`config.mk`:
```
export PLATFORM = sky130hd
export DESIGN_NAME = sprite_frame_scanner_top
export DESIGN_NICKNAME = d
export VERILOG_FILES = /design/src/rtl/sfs_pkg.sv /design/src/rtl/sfs_hdr_check.sv /design/src/rtl/sfs_core.sv /design/src/rtl/sprite_frame_scanner_top.sv
export SDC_FILE = /design/constraint.sdc
export NUM_CORES = 1
export LEC_CHECK = 0
export ABC_AREA = 1
export BUFFER_PORTS_ARGS = -buffer_cell sky130_fd_sc_hd__buf_2
export CAP_MARGIN = 10
export CORE_ASPECT_RATIO = 1.25
export CORE_MARGIN = 5
export CORE_UTILIZATION = 55
export CTS_CLUSTER_DIAMETER = 200
export CTS_CLUSTER_SIZE = 25
export DETAILED_ROUTE_END_ITERATION = 6
export HOLD_SLACK_MARGIN = 0.06
export PLACE_DENSITY = 0.7
export SETUP_SLACK_MARGIN = 0.3
export SYNTH_ARGS = -nofsm -noshare
export SYNTH_HDL_FRONTEND = slang
export SYNTH_SLANG_ARGS = --single-unit
```
`constraint.sdc`:
```
create_clock -name clk -period 12.7 [get_ports clk]
set_clock_uncertainty 0.2 [all_clocks]
set_input_delay 1.27 -clock clk [delete_from_list [all_inputs] [get_ports clk]]
set_output_delay 1.27 -clock clk [all_outputs]
set_load 0.01 [all_outputs]
```
`src/rtl/sfs_pkg.sv`:
```
// Shared types and constants for the sprite frame scanner.
// No dependencies; used by every module of the block.
package sfs_pkg;

  localparam int unsigned MAX_SIDE_DEF   = 2048;
  localparam logic [31:0] MARKER_PRI_RST = 32'd800;
  localparam logic [31:0] MARKER_SEC_RST = 32'd710;

  localparam int unsigned HDR_LEAD   = 20;
  localparam int unsigned HDR_BYTES  = 16;
  localparam int unsigned WIN_W      = 8 * HDR_BYTES;
  localparam int unsigned FILL_W     = 5;
  localparam int unsigned CFG_IDX_W  = 2;
  localparam int unsigned SIDE_OUT_W = 12;
  localparam int unsigned INDEX_W    = 22;
  localparam int unsigned LEFT_W     = 23;
  localparam int unsigned FRAME_W    = 16;
  localparam int unsigned OUT_TDATA_W = 96;

  typedef enum logic [CFG_IDX_W-1:0] {
    REG_BLOB_LENGTH = 2'd0,
    REG_MARKER_PRI  = 2'd1,
    REG_MARKER_SEC  = 2'd2
  } cfg_reg_t;

  typedef enum logic [1:0] {
    PHASE_BLUE  = 2'd0,
    PHASE_GREEN = 2'd1,
    PHASE_RED   = 2'd2,
    PHASE_ALPHA = 2'd3
  } phase_t;

  typedef struct packed {
    logic [31:0] blob_length;
    logic [31:0] marker_primary;
    logic [31:0] marker_secondary;
  } cfg_t;

  typedef struct packed {
    logic [7:0] data;
    logic       start;
  } step_t;

  typedef struct packed {
    logic                  hit;
    logic [SIDE_OUT_W-1:0] width;
    logic [SIDE_OUT_W-1:0] height;
    logic [LEFT_W-1:0]     pixels;
  } hdr_t;

  typedef struct packed {
    logic [7:0]            red;
    logic [7:0]            green;
    logic [7:0]            blue;
    logic [7:0]            alpha;
    logic [SIDE_OUT_W-1:0] frame_width;
    logic [SIDE_OUT_W-1:0] frame_height;
    logic [INDEX_W-1:0]    pixel_index;
    logic                  first_pixel;
    logic                  last_pixel;
    logic [FRAME_W-1:0]    frame_number;
  } pixel_t;

endpackage

```
`src/rtl/sfs_hdr_check.sv`:
```
// Frame header test on a 16-byte window of little-endian words.
// Depends on sfs_pkg.
module sfs_hdr_check #(
  parameter int unsigned MAX_SIDE = sfs_pkg::MAX_SIDE_DEF
) (
  input  logic [sfs_pkg::WIN_W-1:0] win,
  input  logic [31:0]               pos,
  input  sfs_pkg::cfg_t             cfg,
  output sfs_pkg::hdr_t             hdr
);

  localparam int unsigned SIDE_W = $clog2(MAX_SIDE + 1);
  localparam int unsigned PROD_W = 2 * SIDE_W;
  localparam int unsigned CMP_W  = (PROD_W + 2 > 34) ? PROD_W + 2 : 34;

  logic [31:0]       ver;
  logic [31:0]       w;
  logic [31:0]       h;
  logic [31:0]       dlen;
  logic [31:0]       j;
  logic [PROD_W-1:0] prod;
  logic              ver_ok;
  logic              side_ok;
  logic              len_ok;
  logic              lead_ok;
  logic              fit_ok;

  assign ver  = win[31:0];
  assign w    = win[63:32];
  assign h    = win[95:64];
  assign dlen = win[127:96];
  assign j    = pos - 32'(sfs_pkg::HDR_BYTES - 1);
  assign prod = PROD_W'(w[SIDE_W-1:0]) * PROD_W'(h[SIDE_W-1:0]);

  always_comb begin
    ver_ok  = (ver == cfg.marker_primary) || (ver == cfg.marker_secondary);
    side_ok = (w != 32'd0) && (h != 32'd0) &&
              (w <= 32'(MAX_SIDE)) && (h <= 32'(MAX_SIDE));
    len_ok  = (CMP_W'({prod, 2'b00}) == CMP_W'(dlen));
    lead_ok = ((33'(j) + 33'(sfs_pkg::HDR_LEAD)) < 33'(cfg.blob_length));
    fit_ok  = ((34'(j) + 34'(sfs_pkg::HDR_BYTES) + 34'(dlen)) <= 34'(cfg.blob_length));
    hdr.hit    = ver_ok && side_ok && len_ok && lead_ok && fit_ok;
    hdr.width  = w[sfs_pkg::SIDE_OUT_W-1:0];
    hdr.height = h[sfs_pkg::SIDE_OUT_W-1:0];
    hdr.pixels = sfs_pkg::LEFT_W'(prod);
  end

endmodule

```
`src/rtl/sfs_core.sv`:
```
// Scan state, pixel assembly and result register of the frame scanner.
// Depends on sfs_pkg and sfs_hdr_check.
module sfs_core #(
  parameter int unsigned MAX_SIDE = sfs_pkg::MAX_SIDE_DEF
) (
  input  logic             clk,
  input  logic             rst_n,
  input  logic             go,
  input  sfs_pkg::step_t   step,
  input  sfs_pkg::cfg_t    cfg,
  input  logic             res_ready,
  output logic             res_valid,
  output sfs_pkg::pixel_t  res
);

  logic [sfs_pkg::WIN_W-1:0]      win_r, win_nxt, win_shift;
  logic [sfs_pkg::FILL_W-1:0]     fill_r, fill_nxt, fill_cur, fill_inc;
  logic [31:0]                    pos_r, pos_nxt, pos_cur;
  logic                           inpix_r, inpix_nxt, inpix_cur;
  logic [sfs_pkg::SIDE_OUT_W-1:0] width_r, width_nxt;
  logic [sfs_pkg::SIDE_OUT_W-1:0] height_r, height_nxt;
  logic [sfs_pkg::LEFT_W-1:0]     left_r, left_nxt, left_dec;
  logic [sfs_pkg::INDEX_W-1:0]    count_r, count_nxt;
  sfs_pkg::phase_t                phase_r, phase_nxt, phase_cur;
  logic [23:0]                    part_r, part_nxt;
  logic [sfs_pkg::FRAME_W-1:0]    frames_r, frames_nxt;
  logic                           res_valid_r, res_valid_nxt;
  sfs_pkg::pixel_t                res_r, res_nxt;
  sfs_pkg::hdr_t                  hdr;

  assign win_shift = {step.data, win_r[sfs_pkg::WIN_W-1:8]};

  sfs_hdr_check #(.MAX_SIDE(MAX_SIDE)) u_hdr (
    .win (win_shift),
    .pos (pos_cur),
    .cfg (cfg),
    .hdr (hdr)
  );

  always_comb begin
    pos_cur   = step.start ? 32'd0 : pos_r;
    fill_cur  = step.start ? '0 : fill_r;
    inpix_cur = step.start ? 1'b0 : inpix_r;
    phase_cur = step.start ? sfs_pkg::PHASE_BLUE : phase_r;
    fill_inc  = (fill_cur == sfs_pkg::FILL_W'(sfs_pkg::HDR_BYTES)) ? fill_cur
                                                                   : fill_cur + 1'b1;
    left_dec  = left_r - 1'b1;

    win_nxt       = win_r;
    fill_nxt      = fill_r;
    pos_nxt       = pos_r;
    inpix_nxt     = inpix_r;
    width_nxt     = width_r;
    height_nxt    = height_r;
    left_nxt      = left_r;
    count_nxt     = count_r;
    phase_nxt     = phase_r;
    part_nxt      = part_r;
    frames_nxt    = frames_r;
    res_nxt       = res_r;
    res_valid_nxt = res_valid_r && !res_ready;

    if (go) begin
      pos_nxt   = pos_cur + 32'd1;
      fill_nxt  = fill_cur;
      inpix_nxt = inpix_cur;
      phase_nxt = phase_cur;
      if (inpix_cur) begin
        case (phase_cur)
          sfs_pkg::PHASE_BLUE: begin
            part_nxt[7:0] = step.data;
            phase_nxt     = sfs_pkg::PHASE_GREEN;
          end
          sfs_pkg::PHASE_GREEN: begin
            part_nxt[15:8] = step.data;
            phase_nxt      = sfs_pkg::PHASE_RED;
          end
          sfs_pkg::PHASE_RED: begin
            part_nxt[23:16] = step.data;
            phase_nxt       = sfs_pkg::PHASE_ALPHA;
          end
          default: begin
            res_nxt.red          = part_r[23:16];
            res_nxt.green        = part_r[15:8];
            res_nxt.blue         = part_r[7:0];
            res_nxt.alpha        = step.data;
            res_nxt.frame_width  = width_r;
            res_nxt.frame_height = height_r;
            res_nxt.pixel_index  = count_r;
            res_nxt.first_pixel  = (count_r == '0);
            res_nxt.last_pixel   = (left_r == sfs_pkg::LEFT_W'(1));
            res_nxt.frame_number = frames_r;
            res_valid_nxt        = 1'b1;
            phase_nxt            = sfs_pkg::PHASE_BLUE;
            count_nxt            = count_r + 1'b1;
            left_nxt             = left_dec;
            if (left_dec == '0) begin
              inpix_nxt = 1'b0;
              fill_nxt  = '0;
            end
          end
        endcase
      end else begin
        win_nxt  = win_shift;
        fill_nxt = fill_inc;
        if ((fill_inc == sfs_pkg::FILL_W'(sfs_pkg::HDR_BYTES)) && hdr.hit) begin
          inpix_nxt  = 1'b1;
          width_nxt  = hdr.width;
          height_nxt = hdr.height;
          left_nxt   = hdr.pixels;
          count_nxt  = '0;
          phase_nxt  = sfs_pkg::PHASE_BLUE;
          frames_nxt = frames_r + 1'b1;
          fill_nxt   = '0;
        end
      end
    end
  end

  always_ff @(posedge clk) begin
    if (!rst_n) begin
      fill_r      <= '0;
      pos_r       <= '0;
      inpix_r     <= 1'b0;
      width_r     <= '0;
      height_r    <= '0;
      left_r      <= '0;
      count_r     <= '0;
      phase_r     <= sfs_pkg::PHASE_BLUE;
      part_r      <= '0;
      frames_r    <= '0;
      res_valid_r <= 1'b0;
    end else begin
      fill_r      <= fill_nxt;
      pos_r       <= pos_nxt;
      inpix_r     <= inpix_nxt;
      width_r     <= width_nxt;
      height_r    <= height_nxt;
      left_r      <= left_nxt;
      count_r     <= count_nxt;
      phase_r     <= phase_nxt;
      part_r      <= part_nxt;
      frames_r    <= frames_nxt;
      res_valid_r <= res_valid_nxt;
    end
  end

  always_ff @(posedge clk) begin
    win_r <= win_nxt;
    res_r <= res_nxt;
  end

  assign res_valid = res_valid_r;
  assign res       = res_r;

endmodule

```
`src/rtl/sprite_frame_scanner_top.sv`:
```
// Top level of the sprite frame scanner: input register, configuration
// registers and stream ports. Depends on sfs_pkg and sfs_core.
//
// Usage:
//   in_*   : one blob byte per transfer; in_tuser marks the first byte of a blob.
//   out_*  : one RGBA pixel with frame data per transfer; out_tlast marks the
//            last pixel of a frame, out_tuser the first.
//   cfg_*  : register writes (blob length, two header markers); cfg_ready is
//            always high. Write only while no byte is in flight.
// Result path: a result shows on out_tvalid once the fourth (alpha) byte of its
//   pixel has gone through the input register and into the result register.
// Throughput: one byte per cycle when not stalled, set by the combinational
//   header test (window compare plus one side-by-side multiply) between the
//   input and scan state registers; a w*h frame gives a pixel per four bytes.
// Reset: synchronous, active low; clears scan state, frame counter, both
//   valid flags and restores the register defaults.
// Stall: while out_tready is low and a result waits, the input register
//   holds one byte and in_tready drops; nothing is lost or repeated.
module sprite_frame_scanner_top #(
  parameter int unsigned MAX_SIDE = sfs_pkg::MAX_SIDE_DEF
) (
  input  logic                              clk,
  input  logic                              rst_n,
  input  logic                              in_tvalid,
  output logic                              in_tready,
  input  logic [7:0]                        in_tdata,  // data_byte
  input  logic                              in_tuser,  // blob_start
  output logic                              out_tvalid,
  input  logic                              out_tready,
  // red, green, blue, alpha, frame_width, frame_height, pixel_index,
  // frame_number, zero pad
  output logic [sfs_pkg::OUT_TDATA_W-1:0]   out_tdata,
  output logic                              out_tuser, // first_pixel
  output logic                              out_tlast, // last_pixel
  input  logic                              cfg_valid,
  output logic                              cfg_ready,
  input  logic [sfs_pkg::CFG_IDX_W-1:0]     cfg_index,
  input  logic [31:0]                       cfg_data
);

  logic            in_vld_r, in_vld_nxt;
  sfs_pkg::step_t  step_r, step_nxt;
  sfs_pkg::cfg_t   cfg_r, cfg_nxt;
  logic            go;
  logic            res_valid;
  sfs_pkg::pixel_t res;

  assign go        = in_vld_r && (!res_valid || out_tready);
  assign in_tready = !in_vld_r || go;
  assign cfg_ready = 1'b1;

  always_comb begin
    in_vld_nxt = in_vld_r;
    step_nxt   = step_r;
    if (in_tready) begin
      in_vld_nxt = in_tvalid;
      step_nxt   = '{data: in_tdata, start: in_tuser};
    end
  end

  always_comb begin
    cfg_nxt = cfg_r;
    if (cfg_valid) begin
      case (sfs_pkg::cfg_reg_t'(cfg_index))
        sfs_pkg::REG_BLOB_LENGTH: cfg_nxt.blob_length      = cfg_data;
        sfs_pkg::REG_MARKER_PRI:  cfg_nxt.marker_primary   = cfg_data;
        sfs_pkg::REG_MARKER_SEC:  cfg_nxt.marker_secondary = cfg_data;
        default:                  cfg_nxt = cfg_r;
      endcase
    end
  end

  always_ff @(posedge clk) begin
    if (!rst_n) begin
      in_vld_r <= 1'b0;
      cfg_r    <= '{blob_length:      32'd0,
                    marker_primary:   sfs_pkg::MARKER_PRI_RST,
                    marker_secondary: sfs_pkg::MARKER_SEC_RST};
    end else begin
      in_vld_r <= in_vld_nxt;
      cfg_r    <= cfg_nxt;
    end
  end

  always_ff @(posedge clk) begin
    step_r <= step_nxt;
  end

  sfs_core #(.MAX_SIDE(MAX_SIDE)) u_core (
    .clk       (clk),
    .rst_n     (rst_n),
    .go        (go),
    .step      (step_r),
    .cfg       (cfg_r),
    .res_ready (out_tready),
    .res_valid (res_valid),
    .res       (res)
  );

  assign out_tvalid = res_valid;
  assign out_tuser  = res.first_pixel;
  assign out_tlast  = res.last_pixel;
  assign out_tdata  = {2'b00, res.frame_number, res.pixel_index, res.frame_height,
                       res.frame_width, res.alpha, res.blue, res.green, res.red};

endmodule

```
==> qor.yml <==
min_path:
  worstHoldPathCells: 0
  worstHoldStart: "u_core.part_r[16]"
  hold_end: "u_core.res[88]"
  hold_path_class: "reg2reg"
timing:
  post-route-min-period_ns: 8.23
  fin_setup_tns_ns: 0
  maxSlewViolCount: 0
  finalSetupViolCount: 0
  timing.fmax_ghz: 0.121
  holdWs_ns: 0.219
  setup_ws_ns: 4.47
  min_period_over_period: 0.648
  rsz0062_at_grt: "false"
  worst_slew_pin_slew_ns: 1.13
  hold_viol: 0
  slew_headroom: 0.241
worst_setup_path:
  crit_top_cell: "nand2_1"
  r2r_slack_ns: 4.47
  r2r_end: "u_core.count_r[1]"
  cp.required_ns: 13.02
  crit_path_max_fanout: 46
  cp_num_buf_inv: 8
  crit_family: "simple AND/OR/NAND/NOR gates"
  arrival_ns: 8.55
  start_kind: "flop"
  slowest_stage: "edfxtp_1"
  worstSetupPathType: "reg2reg"
  critPathCaptureType: "flop"
  timing.rr.start: "step_r[0]"
  slowest_delay_ns: 0.63
  r2r_cells: 39
clocking:
  cts-resized-gates: 0
  holdBufCountCts: 0
  cts_tree: "built"
  numCtsBuffers: 22
  clk_transition_reported_paths_ns: 0.11
  clock_sinks: 472
  cts_setup_buffers: 0
  cts_max_level: 1
  cts-root-buf: "clkbuf_16"
  cts.path.max_buffers: 3
  clkLatencyLatePin_ns: 0.59
synth:
  synth_seq_cells: 472
  postSynthCellCount: 3855
  ys_seq_area_frac: 0.387
  yosysUniqueCellTypes: 54
  synth_top_cell_by_area: "edfxtp_1"
  synth_ff_type: "dfxtp_1"
  synth-edff-count: 225
  ys_warn_count: 0
  avgSynthCellArea_um2: 7.84
  synth_top_area_share: 0.224
  synth_area_mm2: 0.0302
  synth_area_leaders: "edfxtp_1 (22%), dfxtp_1 (16%), nand2_1 (11%), ha_1 (8.3%), nor2_1 (7.0%)"
  ys_async_sr_fraction: 0
power:
  pwr-share-comb: 0.408
  ir_worst_vdd_v: 0.000112
  power_mw: 4.19
  p_switching_mw: 1.65
  power_density_mw_per_mm2: 130
  p_leak_nw: 15.1
  clkPwrFrac: 0.194
  seq_power_share: 0.398
  cell_internal_pwr_mw: 2.55
  netSwitchingFraction: 0.393
floorplanning:
  fp.dieH_um: 272
  die_x_um: 220
  pin_count: 149
  initial_core_util: 0.553
  dieArea_mm2: 0.0598
  fp.coreArea_mm2: 0.0547
  row_count: 96
cells_and_area:
  final_common_cell: "nand2_1"
  final_util: 0.588
  fillers: 5024
  final_area_mm2: 0.0322
  antenna_cells: 0
  final_layout_size_suffix_gt1_frac: 0.0664
  area_delta_synth_final_pct: 6.44
  nNetsFinal: 4282
  layout_common_cells: "nand2_1 (867), nor2_1 (563), inv_1 (503)"
  stdcell_count: 4683
route:
  vias: 25000
  ant_nets: 0
  drc: 0
  wire_per_inst_um: 17.7
  viasPerCell: 5.34
  finalWirelength_um: 83000
  dr.first_iter.drc_count: 2218
  drt_pre_antenna_iters: 6
placement:
  port_buffers: 145
  dpl_cell_area_mm2: 0.0315
  dp_cells: 4643
  pre_cts_ws_ns: 4.60
  dp_hpwl_um: 64400
  gp_congestion: 1.08
global_routing:
  grt_pass1_wl_um: 130000
  antenna_found_initial: 0
  global_route.usage.total: 0.275
  grt_max_degree: 93
  overflow: 0
  grt_pass1_vias: 23900
run_status:
  outcome: "finished clean"
flow_run:
  drv_cap: 0
-- worst max path at each step --
stage | start | endpoint | cells past startpoint
floorplan | out_tready | u_core.res[0] | 3
global placement | step_r[0] | u_core.count_r[0] | 39
detailed placement | step_r[0] | u_core.count_r[0] | 39
CTS | step_r[0] | u_core.count_r[1] | 39
global route | step_r[0] | u_core.count_r[0] | 39
finish | step_r[0] | u_core.count_r[1] | 39
-- synthesized netlist by cell type, types with 9 or more instances --
cell,n
nand3_1,175
inv_2,12
clkinv_1,9
clkbuf_1,86
o21ai_1,15
ha_1,201
fa_1,101
edfxtp_1,225
a21oi_1,210
nor2_2,11
xor2_1,76
inv_1,503
o21a_1,9
nor2_1,564
nor4_1,13
dfxtp_1,247
nand3b_1,15
xnor2_1,85
buf_2,11
nand2_1,868
nor3_1,43
nand4_1,50
o21ai_0,226
nand2_2,25
-- power by group through the flow --
stage | sequential [mW] | clock, mW | combinational (mW)
3_5_place_dp | 1.70 | 0 | 1.67
2_1_floorplan | 1.68 | 0 | 1.22
5_1_grt | 1.67 | 0.893 | 1.93
4_1_cts | 1.67 | 0.833 | 1.68
3_3_place_gp | 1.70 | 0 | 1.66
6_report | 1.67 | 0.815 | 1.71
-- layer usage --
metal,vias up,GRT usage,share of wire
met5,-,0,0
met2,792,0.463,0.47
li1,12500,-,-
met4,0,0.143,0.063
met3,188,0.0257,0.054
met1,11600,0.352,0.41
-- final cells by class --
cell class              count  area, µm²  share of cell area
multi-input cells        2749      16100               0.500
flip-flops and latches    472      11700               0.364
inverters                 524       1970              0.0612
well taps                 735        920              0.0286
repair buffers            163        863              0.0268
clock buffers              38        611              0.0190
clock inverters             2       21.3            0.000661
-- flip-flops by register name (all words and copies together) (netlist names) --
| name | flops |
|---|---|
| cfg_r | 96 |
| in_vld_r | 1 |
| step_r | 9 |
| u_core.count_r | 22 |
| u_core.fill_r | 5 |
| u_core.frames_r | 16 |
| u_core.height_r | 12 |
| u_core.inpix_r | 1 |
| u_core.left_r | 23 |
| u_core.part_r | 24 |
| u_core.phase_r | 2 |
| u_core.pos_r | 32 |
| u_core.res | 96 |
| u_core.res_valid | 1 |
| u_core.width_r | 12 |
| u_core.win_r | 120 |
-- logic make-up (layout without fill, tap and decap cells) --
group	count (synthesis)	after routing	synth area share
AND/OR/NAND/NOR	1792	1792	0.247
buffers and inverters	635	727	0.0818
AO/OA/AOI/OAI	486	486	0.0831
flip-flops	472	472	0.387
adder cells (fa/ha/maj)	302	302	0.150
XOR/XNOR	166	166	0.0504
other	2	3	0.000249
No activity file was read; power rests on OpenSTA's default activity.
